File: config.mk
export PLATFORM = sky130hd
export DESIGN_NAME = lrgs_ctrl
export DESIGN_NICKNAME = d
export VERILOG_FILES = /design/src/rtl/core/lrgs_pkg.sv /design/src/rtl/core/lrgs_ctrl.sv
export SDC_FILE = /design/constraint.sdc
export NUM_CORES = 1
export LEC_CHECK = 0
export BUFFER_PORTS_ARGS = -buffer_cell sky130_fd_sc_hd__buf_2
export CORE_MARGIN = 2
export CORE_UTILIZATION = 61
export DETAILED_ROUTE_END_ITERATION = 8
export PLACE_DENSITY = 0.83
export SLEW_MARGIN = 10
export SYNTH_ARGS = -nofsm -noshare
export SYNTH_HDL_FRONTEND = slang
export SYNTH_SLANG_ARGS = --single-unit
File: constraint.sdc
create_clock -name clk -period 3.4 [get_ports clk]
set_input_delay 0.34 -clock clk [delete_from_list [all_inputs] [get_ports clk]]
set_output_delay 0.34 -clock clk [all_outputs]
set_load 0.05 [all_outputs]
File: src/rtl/core/lrgs_pkg.sv
`timescale 1ns / 1ps
// Shared types and fixed widths for the linear regression gradient step block.
package lrgs_pkg;

  localparam int DATA_W      = 32;   // Q16.16 sample, target and parameter width
  localparam int ERR_W       = 33;   // target minus saturated prediction
  localparam int PROD_W      = 66;   // signed 33 x 33 product
  localparam int WSUM_W      = 60;   // sum of x * error
  localparam int ESUM_W      = 44;   // sum of error
  localparam int ASUM_W      = 44;   // sum of absolute error
  localparam int LO_W        = 33;   // low partial product after the 31 bit shift
  localparam int QUO_W       = 62;   // scaled step and divider word
  localparam int BSIZE_W     = 11;   // batch size field on the result
  localparam int IN_TDATA_W  = 64;
  localparam int OUT_TDATA_W = 112;
  localparam int DIV_STEPS   = QUO_W;
  localparam int DIV_CNT_W   = $clog2(DIV_STEPS);
  localparam logic [DIV_CNT_W-1:0] DIV_LAST = DIV_CNT_W'(DIV_STEPS - 1);
  localparam logic [DATA_W-1:0] LR_RESET = 32'd4294967;

  typedef enum logic [3:0] {
    S_IDLE,
    S_MUL1,
    S_ERR,
    S_MUL2,
    S_ACC,
    S_END,
    S_DIV,
    S_MEAN,
    S_STEP_LO,
    S_STEP_HI,
    S_STEP_LOAD,
    S_STEP_DIV,
    S_APPLY,
    S_EMIT
  } lrgs_state_t;

  typedef enum logic [3:0] {
    DP_NOP,
    DP_LOAD,
    DP_MUL_PRED,
    DP_ERR,
    DP_MUL_WERR,
    DP_ACC,
    DP_DIV_LOAD_MAE,
    DP_DIV_STEP,
    DP_MEAN,
    DP_MUL_LO,
    DP_MUL_HI,
    DP_DIV_LOAD_STEP,
    DP_APPLY,
    DP_EMIT
  } lrgs_op_t;

  typedef struct packed {
    lrgs_op_t op;
    logic     sel;   // 0: slope and weighted error sum, 1: intercept and error sum
  } lrgs_cmd_t;

  typedef struct packed {
    logic full;
    logic cnt_zero;
  } lrgs_status_t;

endpackage

File: src/rtl/core/lrgs_ctrl.sv
`timescale 1ns / 1ps
// Sequencer for the gradient step: sample work, batch-end division and update.
module lrgs_ctrl import lrgs_pkg::*; (
  input  logic         clk,
  input  logic         rst_n,
  input  logic         in_tvalid,
  input  logic         in_tlast,
  input  logic         in_tuser,
  output logic         in_tready,
  output logic         out_tvalid,
  input  logic         out_tready,
  input  lrgs_status_t status,
  output lrgs_cmd_t    cmd
);

  lrgs_state_t          state_r, state_nxt;
  logic                 last_r, last_nxt;
  logic                 train_r, train_nxt;
  logic                 sel_r, sel_nxt;
  logic                 out_valid_r, out_valid_nxt;
  logic [DIV_CNT_W-1:0] div_cnt_r, div_cnt_nxt;

  always_ff @(posedge clk) begin
    if (!rst_n) begin
      state_r     <= S_IDLE;
      last_r      <= 1'b0;
      train_r     <= 1'b0;
      sel_r       <= 1'b0;
      out_valid_r <= 1'b0;
      div_cnt_r   <= '0;
    end else begin
      state_r     <= state_nxt;
      last_r      <= last_nxt;
      train_r     <= train_nxt;
      sel_r       <= sel_nxt;
      out_valid_r <= out_valid_nxt;
      div_cnt_r   <= div_cnt_nxt;
    end
  end

  always_comb begin
    state_nxt     = state_r;
    last_nxt      = last_r;
    train_nxt     = train_r;
    sel_nxt       = sel_r;
    div_cnt_nxt   = div_cnt_r;
    out_valid_nxt = out_valid_r && !out_tready;
    cmd.op        = DP_NOP;
    cmd.sel       = sel_r;
    case (state_r)
      S_IDLE: begin
        if (in_tvalid) begin
          cmd.op    = DP_LOAD;
          last_nxt  = in_tlast;
          train_nxt = in_tuser;
          if (status.full) begin
            state_nxt = in_tlast ? S_END : S_IDLE;
          end else begin
            state_nxt = S_MUL1;
          end
        end
      end
      S_MUL1: begin
        cmd.op    = DP_MUL_PRED;
        state_nxt = S_ERR;
      end
      S_ERR: begin
        cmd.op    = DP_ERR;
        state_nxt = S_MUL2;
      end
      S_MUL2: begin
        cmd.op    = DP_MUL_WERR;
        state_nxt = S_ACC;
      end
      S_ACC: begin
        cmd.op    = DP_ACC;
        state_nxt = last_r ? S_END : S_IDLE;
      end
      S_END: begin
        if (status.cnt_zero) begin
          state_nxt = S_EMIT;
        end else begin
          cmd.op      = DP_DIV_LOAD_MAE;
          div_cnt_nxt = '0;
          state_nxt   = S_DIV;
        end
      end
      S_DIV: begin
        cmd.op      = DP_DIV_STEP;
        div_cnt_nxt = div_cnt_r + 1'b1;
        if (div_cnt_r == DIV_LAST) begin
          state_nxt = S_MEAN;
        end
      end
      S_MEAN: begin
        cmd.op = DP_MEAN;
        if (train_r) begin
          sel_nxt   = 1'b0;
          state_nxt = S_STEP_LO;
        end else begin
          state_nxt = S_EMIT;
        end
      end
      S_STEP_LO: begin
        cmd.op    = DP_MUL_LO;
        state_nxt = S_STEP_HI;
      end
      S_STEP_HI: begin
        cmd.op    = DP_MUL_HI;
        state_nxt = S_STEP_LOAD;
      end
      S_STEP_LOAD: begin
        cmd.op      = DP_DIV_LOAD_STEP;
        div_cnt_nxt = '0;
        state_nxt   = S_STEP_DIV;
      end
      S_STEP_DIV: begin
        cmd.op      = DP_DIV_STEP;
        div_cnt_nxt = div_cnt_r + 1'b1;
        if (div_cnt_r == DIV_LAST) begin
          state_nxt = S_APPLY;
        end
      end
      S_APPLY: begin
        cmd.op = DP_APPLY;
        if (!sel_r) begin
          sel_nxt   = 1'b1;
          state_nxt = S_STEP_LO;
        end else begin
          state_nxt = S_EMIT;
        end
      end
      S_EMIT: begin
        // hold until the output register is free
        if (!out_valid_r || out_tready) begin
          cmd.op        = DP_EMIT;
          out_valid_nxt = 1'b1;
          state_nxt     = S_IDLE;
        end
      end
      default: begin
        state_nxt = S_IDLE;
      end
    endcase
  end

  assign in_tready  = (state_r == S_IDLE);
  assign out_tvalid = out_valid_r;

endmodule

Yosys cells after proc, flatten, opt, wreduce, memory -nomap -nowiden

Index checks and enable logic that the tools add are counted.

Register bits: 14
Input bits: 8
Output and inout port bits: 7

Add/sub/neg operators: 1
Equal/unequal tests: 20
Muxes and demuxes: 21
Reduce and logical (&&, ||, !) cells: 12

Operators by type and width:

| operator                                       | count |
|---|---|
| case mux 4 bit (14 select lines)               | 1 |
| case mux 4 bit (13 select lines)               | 1 |
| == test 4 bit (second input constant)          | 6 |
| two-way mux 4 bit                              | 6 |
| two-way mux 3 bit                              | 6 |
| case mux 6 bit (3 select lines)                | 1 |
| == test 4 x 3 -> 1 bit (second input constant) | 4 |
| inequality test 2 bit (second input constant)  | 6 |
| == test 4 x 2 -> 1 bit (second input constant) | 2 |
| adder 6 x 1 -> 6 bit (second input constant)   | 1 |
| == test 6 bit (second input constant)          | 1 |
| two-way mux 6 bit                              | 1 |
| AND reduction 2 bit                            | 3 |
| == test 4 x 1 -> 1 bit (second input constant) | 1 |
| zero test 4 bit                                | 1 |
| two-way mux 1 bit                              | 4 |
| AND reduction 4 bit                            | 1 |
| nonzero test 3 bit                             | 1 |
| zero test 1 bit                                | 2 |
| case mux 1 bit (2 select lines)                | 1 |
| nonzero test 2 bit                             | 1 |
| OR reduction 2 bit                             | 1 |
| logical AND 1 bit                              | 1 |
| logical OR 1 bit                               | 1 |

Depth between registers and ports, before layout

Gate-level depths: netlist (run 1).

Word-level depth: 4
Gate-level depth with buffers: 6

Least setup slack after synthesis (run 1)

OpenSTA, ideal clock, no wires.

Path type: register to output
From: register state_r[1]
To: output cmd[1] (netlist name)
Data arrival time: 2.175 ns
Data required time: 3.060 ns
Setup slack: 0.885 ns
Cell stages (with the launch flop): 6
Cell sequence: dfxtp_1 buf_6 buf_2 nand2b_1 a21oi_1 a311oi_1

RTL lines:

| item                   | line            | source |
|---|---|---|
| from (decl)            | lrgs_ctrl.sv:16 | `lrgs_state_t state_r, state_nxt;` |
| from (signal assigned) | lrgs_ctrl.sv:32 | `state_r <= state_nxt;` |
| to (decl)              | lrgs_ctrl.sv:13 | `output lrgs_cmd_t cmd` |

==> results of run 1 <==
[synthesized netlist by cell type (all sizes together), types with 2 or more instances]
cell / number
nand4bb: 4
buf: 9
inv: 5
a2111o: 2
o21a: 2
ha: 2
o311ai: 2
mux2i: 4
o21ai: 10
nor4: 2
nand3: 6
nand4b: 3
a21oi: 15
a311oi: 3
nor2: 7
and2b: 3
and3: 2
a211oi: 3
nor3b: 2
dfxtp: 14
a21boi: 3
nand2b: 7
nand2: 15
[kinds of logic after synthesis]
kind of cell | synth area share
and+or+nand+nor | 0.2824
AOI/OAI and AO/OA | 0.3369
muxes | 0.04385
DFF | 0.2396
buffers and inverters | 0.07593
adders and majority gates | 0.02139
[layout by cell type (no fill, tap or decap), types with 5 or more instances in the layout]
cell and instances:
sky130_fd_sc_hd__o21ai_0 7, sky130_fd_sc_hd__nand2_1 14, sky130_fd_sc_hd__nand3_1 6, sky130_fd_sc_hd__inv_1 5, sky130_fd_sc_hd__nand2b_1 7, sky130_fd_sc_hd__dfxtp_1 14, sky130_fd_sc_hd__a21oi_1 15, sky130_fd_sc_hd__nor2_1 7
sky130_fd_sc_hd__buf_2 14
[worst max-delay path, delay by kind of cell (launching register included)]
kind,cells,cell delay (ps)
simple gates,2,230
compound gates,2,390
flops,1,830
buf+inv,1,300
[power by group through the flow]
stage | Sequential, W | Combinational, W | Clock [W]
floorplan | 0.000249 | 0.000709 | 0
global placement | 0.000366 | 0.000656 | 0
detailed placement | 0.000370 | 0.000673 | 0
CTS | 0.000365 | 0.000677 | 0.000126
global route | 0.000392 | 0.000726 | 0.000134
finish | 0.000370 | 0.000679 | 0.000124
[registers in the layout (all words and copies together) (netlist names)]
register / cells
last_r: 1
train_r: 1
state_r: 4
out_tvalid: 1
div_cnt_r: 6
sel_r: 1
[worst max path at each step]
stage / endpoint / slack [ps] / cells past startpoint
2_1_floorplan: cmd[1] / 890 / 5
3_3_place_gp: cmd[1] / 1410 / 5
3_5_place_dp: cmd[1] / 1370 / 5
4_1_cts: cmd[1] / 1030 / 5
5_1_grt: cmd[1] / 840 / 5
6_report: cmd[1] / 1010 / 5
[final cells by class]
type	count	area share
Sequential cell	14	0.2265
Tap cell	25	0.02528
Timing Repair Buffer	14	0.05662
Multi-Input combinational cell	111	0.6471
Inverter	5	0.01517
Clock buffer	4	0.02932
[metrics by stage]
stage	hold WS [ps]	instances	total power, W	instance area [µm²]
after floorplan	439.6	140	0.0009583	1170
after global placement	461.7	169	0.001021	1201
after detailed placement	466.6	169	0.001043	1201
after CTS	302.3	173	0.001167	1237
after global routing	327.1	173	0.001252	1237
final	305.2	173	0.001173	1237
[metal layers]
metal	global-route usage	share of wire	up-vias
li1	-	-	540
met1	0.3059	0.42	511
met2	0.4160	0.52	30
met3	0.04151	0.044	6
met4	0.1405	0.017	0
met5	0	0	-
==> impl_summary.txt, run 1 <==
----------------------------------------------------
[Floorplanning]
  Initial standard-cell utilization of the core ... 0.6631
  Die outline width ... 47.79 µm
  Die area ... 2284 µm²
  Core area ... 1764 µm²
  Count of pins on the block boundary ... 15
  Number of core rows ... 15
  Height of the die ... 47.79 µm

[CTS]
  Latest clock arrival within the worst-skew pair ... 290 ps
  Deepest level of the CTS H-tree ... 1
  Clock tree from TritonCTS ... done
  Hold Buf Count CTS ... 0
  Number of clock sinks seen by CTS ... 14
  Post-CTS setup buffers ... 0
  Buffer type at the clock tree root ... sky130_fd_sc_hd__clkbuf_4
  Number of cells upsized or downsized after cts ... 0
  Clock-pin slew on the worst setup and hold paths ... 100 ps
  Inserted Clock Buffers ... 3
  Maximum clock path buffer count ... 2

[Global route]
  Vias in the first global route ... 923
  Total global routing track utilization ... 0.2510
  Remaining Overflow, GRT ... 0
  Largest net degree at the start of global routing ... 29
  Number of antenna violations at the first check in global routing ... 0
  Wire length of the first global-routing pass ... 4015 µm

[Worst setup path]
  R2r worst-path depth ... 4
  Arrival @ worst endpoint ... 2050 ps
  Worst setup SP type ... flop
  Critical-path top delay cell ... sky130_fd_sc_hd__dfxtp_1
  Slowest stage delay, CP ... 830 ps
  R2R Setup Slk ... 1350 ps
  Maximum fanout count along the critical path ... 25
  Reg2reg start ... state_r[0]$_SDFFE_PN0P_
  Category of the critical setup timing path ... flop to output port
  Cell repeated most along the worst path ... sky130_fd_sc_hd__nor2_1
  Data required time at the worst endpoint ... 3060 ps
  Launching element of the worst setup path ... state_r[1]$_SDFFE_PN0P_
  Category of the worst setup path capture point ... output port
  Worst flop-to-flop path endpoint ... div_cnt_r[3]$_SDFFE_PN0P_
  Sequence of cells on the critical path ... nor2_1, a21oi_1, nor2_1, a311oi_1, buf_2

[Synth]
  Share of flip-flops with an asynchronous set or reset ... 0
  Area of the mapped netlist ... 1170 µm²
  Proportion of synthesized chip area in sequential cells ... 0.2396
  Number of instances in the synthesized netlist ... 140
  Post-synthesis register bit count ... 14
  Number of enable flip-flop cells after synthesis ... 0
  Yosys Warn Count ... 0
  Most instantiated flip-flop cell in the synthesis netlist ... sky130_fd_sc_hd__dfxtp_1
  Proportion of netlist area held by the largest area contributor ... 0.2396
  Total nets after synthesis ... 150
  Post-synthesis cell type count ... 48
  Library cell occupying the most area in the post-synthesis netlist ... sky130_fd_sc_hd__dfxtp_1
  Mean instance size in the synthesized netlist ... 8.356 µm²
  Top cells by area in the synthesized netlist ... sky130_fd_sc_hd__dfxtp_1 24%, sky130_fd_sc_hd__a21oi_1 6.4%, sky130_fd_sc_hd__nand2_1 4.5%, sky130_fd_sc_hd__nand4bb_1 3.9%, sky130_fd_sc_hd__nand2b_1 3.7%

[Routing]
  Post-detailed-route DRC marker count ... 0
  Routed via count divided by cell count ... 6.283
  Final routed wirelength across all metal layers ... 2457 µm
  Via count ... 1087
  First-pass detailed-route iteration total ... 4
  Detailed-route wire length per cell ... 14.20 µm
  Drt first-iter violations ... 35
  Routed Antenna Nets ... 0

[Final layout]
  Nets@finish ... 159
  Area of the multi-input gates ... 800.8 µm²
  Footprint of the flip-flops and latches ... 280.3 µm²
  Antenna Cells ... 0
  Fraction of layout instances using a drive strength above 1 ... 0.2162
  Area overhead of the layout relative to synthesis ... 5.776%
  Final core utilization ... 0.7014
  Fill cell count ... 151

[STA]
  Tcrit/Tclk final ... 0.7026
  Final Worst Setup Slack ... 1011 ps
  Total negative slack ... 0 ps
  Worst relative slew slack ... 0.4306
  Slew of the pin with the lowest slew margin ... 852.9 ps
  Hold Fails Final Rpt ... 0
  Unrepaired setup endpoints after global routing ... no
  Final setup skew ... 13.98 ps
  Tmin final ... 2389 ps
  Max frequency ... 418.6 MHz
  Total count of max-transition violations in the final report ... 0
  Total of endpoints with negative setup slack in the final report ... 0

[Pwr]
  Sequential group share of total power ... 0.316
  Standby leakage power ... 0.4395 nW
  Share of total power in combinational logic ... 0.578
  Maximum resistive drop on vdd ... 0.6668 mV
  Pwr dens ... 948.2 nW/µm²
  Sw frac ... 0.5475
  Pint ... 0.0005309 W
  Share of power burned in the clock network ... 0.106
  Net switching power ... 0.0006424 W

[Place]
  Port Buffers ... 14
  Post-Place Worst Slack ... 1370 ps
  GPL Wtd Cong ... 0.8672
  Detailed Place HPWL ... 1763 µm

[Min path]
  Worst hold stages ... 3
  Hold endpoint ... train_r$_SDFFE_PN0P_
  Tightest Hold Check Type ... input pin to flop
  Worst Hold Launch ... in_tuser

[Run]
  Number of violations of the max-capacitance limit ... 0

[Outcome]
  Result of the run ... finished clean

----------------------------------------------------
Note: power is estimated with default switching activity, not from simulation.
==> run 2, diff against run 1 <==
Settings changed: CORE_ASPECT_RATIO from default to 1.5, CORE_UTILIZATION 61 to 57, PLACE_DENSITY 0.83 to 0.79.
Clock period 3.4 ns to 2.2 ns, I/O delays scaled along.
==> impl_summary.txt, run 2 (same netlist as run 1, synthesis figures left out) <==
----------------------------------------------------
[STA]
  Total count of max-transition violations in the final report ... 0
  Final setup skew ... 0.7790 ps
  Total negative slack ... 0 ps
  Max frequency ... 489.5 MHz
  Worst relative slew slack ... 0.5876
  Tcrit/Tclk final ... 0.9286
  Unrepaired setup endpoints after global routing ... no
  Final Worst Setup Slack ... 157.2 ps
  Tmin final ... 2043 ps
  Slew of the pin with the lowest slew margin ... 617.7 ps
  Total of endpoints with negative setup slack in the final report ... 0
  Hold Fails Final Rpt ... 0

[Final layout]
  Post-route cell area ... 1292 µm²
  Area overhead of the layout relative to synthesis ... 10.48%
  Most common cell after layout, fill and taps aside ... sky130_fd_sc_hd__a21oi_1
  Fill cell count ... 167
  Fraction of layout instances using a drive strength above 1 ... 0.2581
  Max FFs per register ... 6
  Final core utilization ... 0.6538
  Antenna Cells ... 0
  Largest reg by FF count ... div_cnt_r
  Most frequent cells in the layout ... 15 x sky130_fd_sc_hd__a21oi_1, 14 x sky130_fd_sc_hd__nand2_1, 14 x sky130_fd_sc_hd__dfxtp_1, 14 x sky130_fd_sc_hd__buf_2
  Nets@finish ... 166
  Regs by FF count ... div_cnt_r x6, state_r x4

[Worst setup path]
  Worst setup SP type ... flop
  Category of the critical setup timing path ... flop to output port
  Top delay family on crit path ... flip-flops
  Maximum fanout count along the critical path ... 14
  Sequence of cells on the critical path ... buf_4, a21boi_0, o22ai_1, a22o_1, buf_2
  Data required time at the worst endpoint ... 1980 ps
  Buffers and inverters on the worst path ... 2
  Slowest stage delay, CP ... 600 ps
  Category of the worst setup path capture point ... output port
  Arrival @ worst endpoint ... 1820 ps
  Critical-path top delay cell ... sky130_fd_sc_hd__dfxtp_1

[Floorplanning]
  Initial standard-cell utilization of the core ... 0.5918
  Core area ... 1977 µm²
  Die area ... 2438 µm²
  Die outline width ... 40.99 µm
  Number of core rows ... 20
  Count of pins on the block boundary ... 15
  Height of the die ... 59.49 µm

[CTS]
  Inserted Clock Buffers ... 3
  Number of clock sinks seen by CTS ... 14
  Hold Buf Count CTS ... 0
  Clock-pin slew on the worst setup and hold paths ... 90 ps
  Maximum clock path buffer count ... 2
  Post-CTS setup buffers ... 0
  Number of cells upsized or downsized after cts ... 0
  Buffer type at the clock tree root ... sky130_fd_sc_hd__clkbuf_4
  Clock tree from TritonCTS ... done
  Latest clock arrival within the worst-skew pair ... 290 ps
  Deepest level of the CTS H-tree ... 1

[Routing]
  Routed via count divided by cell count ... 6.497
  Via count ... 1150
  Routed Antenna Nets ... 0
  Post-detailed-route DRC marker count ... 0
  Drt first-iter violations ... 30
  Detailed-route wire length per cell ... 15.06 µm
  Final routed wirelength across all metal layers ... 2665 µm
  First-pass detailed-route iteration total ... 4

[Outcome]
  Result of the run ... finished clean

[Global route]
  Largest net degree at the start of global routing ... 18
  Total global routing track utilization ... 0.2682
  Number of antenna violations at the first check in global routing ... 0
  Remaining Overflow, GRT ... 0
  Wire length of the first global-routing pass ... 4450 µm
  Vias in the first global route ... 1066

[Place]
  Port Buffers ... 14
  Post-Place Worst Slack ... 450.1 ps
  Detailed Place HPWL ... 2027 µm
  GPL Wtd Cong ... 0.9000
  Total cell area at the placement stage ... 1256 µm²

[Run]
  Number of violations of the max-capacitance limit ... 0

[Pwr]
  Pwr dens ... 1500 nW/µm²
  Standby leakage power ... 0.4770 nW
  Maximum resistive drop on vdd ... 1.103 mV

[Min path]
  Tightest Hold Check Type ... input pin to flop

----------------------------------------------------
## run 2: cell types whose count changed in the layout (fill, tap and decap cells not counted), sizes merged
cell and delta:
buf +7
## run 2: final timing paths
path,from,slack (ps),cells after the start,endpoint
worst min-delay path,in_tuser,170,3,train_r$_SDFFE_PN0P_
worst max-delay path,state_r[0]$_SDFFE_PN0P_,160,5,cmd[3]
worst min register to register,train_r$_SDFFE_PN0P_,470,2,train_r$_SDFFE_PN0P_
worst max register to register,state_r[3]$_SDFFE_PN0P_,420,5,state_r[2]$_SDFFE_PN0P_
## run 2: per-layer routing
metal / routed length (µm) / global-route usage / share of wire
met2: 1457 / 0.4464 / 0.55
met3: 89 / 0.05263 / 0.033
met5: 0 / 0 / 0
met4: 84 / 0.1667 / 0.032
met1: 1032 / 0.2881 / 0.39
## run 2: through the flow
stage / total power [W] / cells / hold slack (ps)
floorplan: 0.001498 / 140 / 337.8
global placement: 0.001706 / 173 / 456.2
detailed placement: 0.001740 / 173 / 456.1
CTS: 0.001940 / 177 / 171.3
global route: 0.002071 / 177 / 180.3
finish: 0.001939 / 177 / 169.5
## run 2: cell type report
cell class | count | area [µm²] | area share
clock buffer | 4 | 36.28 | 0.02807
inverter | 5 | 18.77 | 0.01452
multi-input combinational | 111 | 807.0 | 0.6244
sequential | 14 | 280.3 | 0.2168
tap | 22 | 27.53 | 0.02130
timing repair buffer | 21 | 122.6 | 0.09487
## run 2: power by group
| group | switching (W) | total, W | internal [W] |
|---|---|---|---|
| Combinational | 0.000794 | 0.00128 | 0.000489 |
| Clock | 0.0000955 | 0.000197 | 0.000101 |
| Sequential | 0.000148 | 0.000460 | 0.000311 |
## run 2: worst register-to-register path: stages, from the launching register on
cell	delay, ps
sky130_fd_sc_hd__dfxtp_1	720
sky130_fd_sc_hd__buf_4	250
sky130_fd_sc_hd__mux2i_1	180
sky130_fd_sc_hd__nor2_1	50
sky130_fd_sc_hd__o311ai_0	340
sky130_fd_sc_hd__mux2i_1	120
==> run 3, diff against run 2 <==
Settings changed: REMOVE_ABC_BUFFERS from default to 1.
==> impl_summary.txt, run 3 (same netlist as run 1, synthesis figures left out) <==
----------------------------------------------------
[CTS]
  Latest clock arrival within the worst-skew pair ... 290 ps
  Clock tree from TritonCTS ... done
  Post-CTS setup buffers ... 0
  Hold Buf Count CTS ... 0
  Deepest level of the CTS H-tree ... 1
  Buffer type at the clock tree root ... sky130_fd_sc_hd__clkbuf_4
  Maximum clock path buffer count ... 2
  Clock-pin slew on the worst setup and hold paths ... 90 ps
  Inserted Clock Buffers ... 3
  Number of clock sinks seen by CTS ... 14

[Floorplanning]
  Count of pins on the block boundary ... 15
  Die area ... 2438 µm²
  Die outline width ... 40.99 µm
  Core area ... 1977 µm²
  Height of the die ... 59.49 µm
  Number of core rows ... 20
  Initial standard-cell utilization of the core ... 0.5918

[STA]
  Slew of the pin with the lowest slew margin ... 570.2 ps
  Total of endpoints with negative setup slack in the final report ... 0
  Max frequency ... 490.2 MHz
  Hold WS ... 176.7 ps
  Tcrit/Tclk final ... 0.9272
  Tmin final ... 2040 ps
  Hold Fails Final Rpt ... 0
  Unrepaired setup endpoints after global routing ... no
  Total count of max-transition violations in the final report ... 0
  Worst relative slew slack ... 0.6193
  Final setup skew ... 2.247 ps
  Final Worst Setup Slack ... 160.1 ps

[Place]
  Post-Place Worst Slack ... 393.4 ps
  Detailed Place HPWL ... 1850 µm
  Post-Place Cells ... 170
  Port Buffers ... 14
  GPL Wtd Cong ... 0.8240

[Routing]
  Routed via count divided by cell count ... 6.167
  Final routed wirelength across all metal layers ... 2411 µm
  First-pass detailed-route iteration total ... 4
  Routed Antenna Nets ... 0
  Drt first-iter violations ... 23
  Via count ... 1073
  Detailed-route wire length per cell ... 13.86 µm
  Post-detailed-route DRC marker count ... 0

[Final layout]
  Most frequent cells in the layout ... 15 x sky130_fd_sc_hd__a21oi_1, 14 x sky130_fd_sc_hd__nand2_1, 14 x sky130_fd_sc_hd__buf_2
  Fraction of layout instances using a drive strength above 1 ... 0.2434
  Max FFs per register ... 6
  Regs by FF count ... div_cnt_r x6, state_r x4
  Nets@finish ... 163
  Largest reg by FF count ... div_cnt_r
  Final core utilization ... 0.6399
  Most common cell after layout, fill and taps aside ... sky130_fd_sc_hd__a21oi_1
  Area overhead of the layout relative to synthesis ... 8.128%
  Number of standard cells in the layout, taps in and fillers out ... 174
  Fill cell count ... 181
  Antenna Cells ... 0

[Outcome]
  Result of the run ... finished clean

[Min path]
  Tightest Hold Check Type ... input pin to flop

[Worst setup path]
  Data required time at the worst endpoint ... 1980 ps
  Category of the critical setup timing path ... flop to output port
  Sequence of cells on the critical path ... buf_4, o21a_1, o22ai_1, a22o_1, buf_2
  Slowest stage delay, CP ... 630 ps
  Maximum fanout count along the critical path ... 15
  Category of the worst setup path capture point ... output port
  Worst setup SP type ... flop
  Critical-path top delay cell ... sky130_fd_sc_hd__dfxtp_1
  Arrival @ worst endpoint ... 1820 ps

[Global route]
  Total global routing track utilization ... 0.2390
  Wire length of the first global-routing pass ... 4008 µm
  Vias in the first global route ... 982
  Remaining Overflow, GRT ... 0
  Largest net degree at the start of global routing ... 20
  Number of antenna violations at the first check in global routing ... 0

[Run]
  Number of violations of the max-capacitance limit ... 0

[Pwr]
  Pwr dens ... 1466 nW/µm²
  Maximum resistive drop on vdd ... 1.383 mV
  Standby leakage power ... 0.4607 nW

----------------------------------------------------
-- run 3: cell types whose count changed in the layout (fill, tap and decap cells not counted) --
cell | previous run | this run
sky130_fd_sc_hd__buf_4 | 7 | 4
sky130_fd_sc_hd__a311oi_1 | 2 | 3
sky130_fd_sc_hd__a311oi_2 | 1 | 0
sky130_fd_sc_hd__dfxtp_1 | 14 | 13
sky130_fd_sc_hd__dfxtp_2 | 0 | 1
-- run 3: area by class of cell --
cell class	count	area, µm²	share of cell area
tap	22	27.53	0.02176
multi-input combinational	111	800.8	0.6330
clock buffer	4	36.28	0.02868
sequential	14	281.5	0.2226
timing repair buffer	18	100.1	0.07913
inverter	5	18.77	0.01484
-- run 3: repair_timing --
item,CTS,global route
gates resized for setup,0,1
setup endpoints to repair,0,1
endpoints found under the hold margin,0,0
-- run 3: power by group --
part	leakage, nW	switching, W	internal (W)
registers	0.114	0.000178	0.000313
logic	0.325	0.000725	0.000448
clock network	0.0210	0.0000891	0.000101
-- run 3: metal layers --
layer,up-vias,global-route usage,routed length [µm]
met1,496,0.2611,970
li1,552,-,-
met3,6,0.02256,51
met5,-,0,0
met4,0,0.1048,37
met2,19,0.4286,1352
-- run 3: stage by stage --
step,instance area (µm²),power [W],setup TNS [ps]
after floorplan,1100,0.001380,-372.7
after global placement,1227,0.001643,0
after detailed placement,1227,0.001668,0
after CTS,1264,0.001858,0
after global routing,1265,0.001989,0
final,1265,0.001855,0
-- run 3: worst paths after layout --
check | from | to | slack [ps] | depth (start not counted)
max | state_r[1]$_SDFFE_PN0P_ | cmd[3] | 160 | 5
min | in_tuser | train_r$_SDFFE_PN0P_ | 180 | 3
max reg2reg | state_r[3]$_SDFFE_PN0P_ | state_r[2]$_SDFFE_PN0P_ | 360 | 5
min reg2reg | train_r$_SDFFE_PN0P_ | train_r$_SDFFE_PN0P_ | 470 | 2
-- run 3: worst max-delay path: cells and delay by family, from the launching register on --
| family | cells | cell delay [ps] |
|---|---|---|
| flip-flops | 1 | 630 |
| buffers and inverters | 2 | 460 |
| AO/OA/AOI/OAI | 3 | 440 |
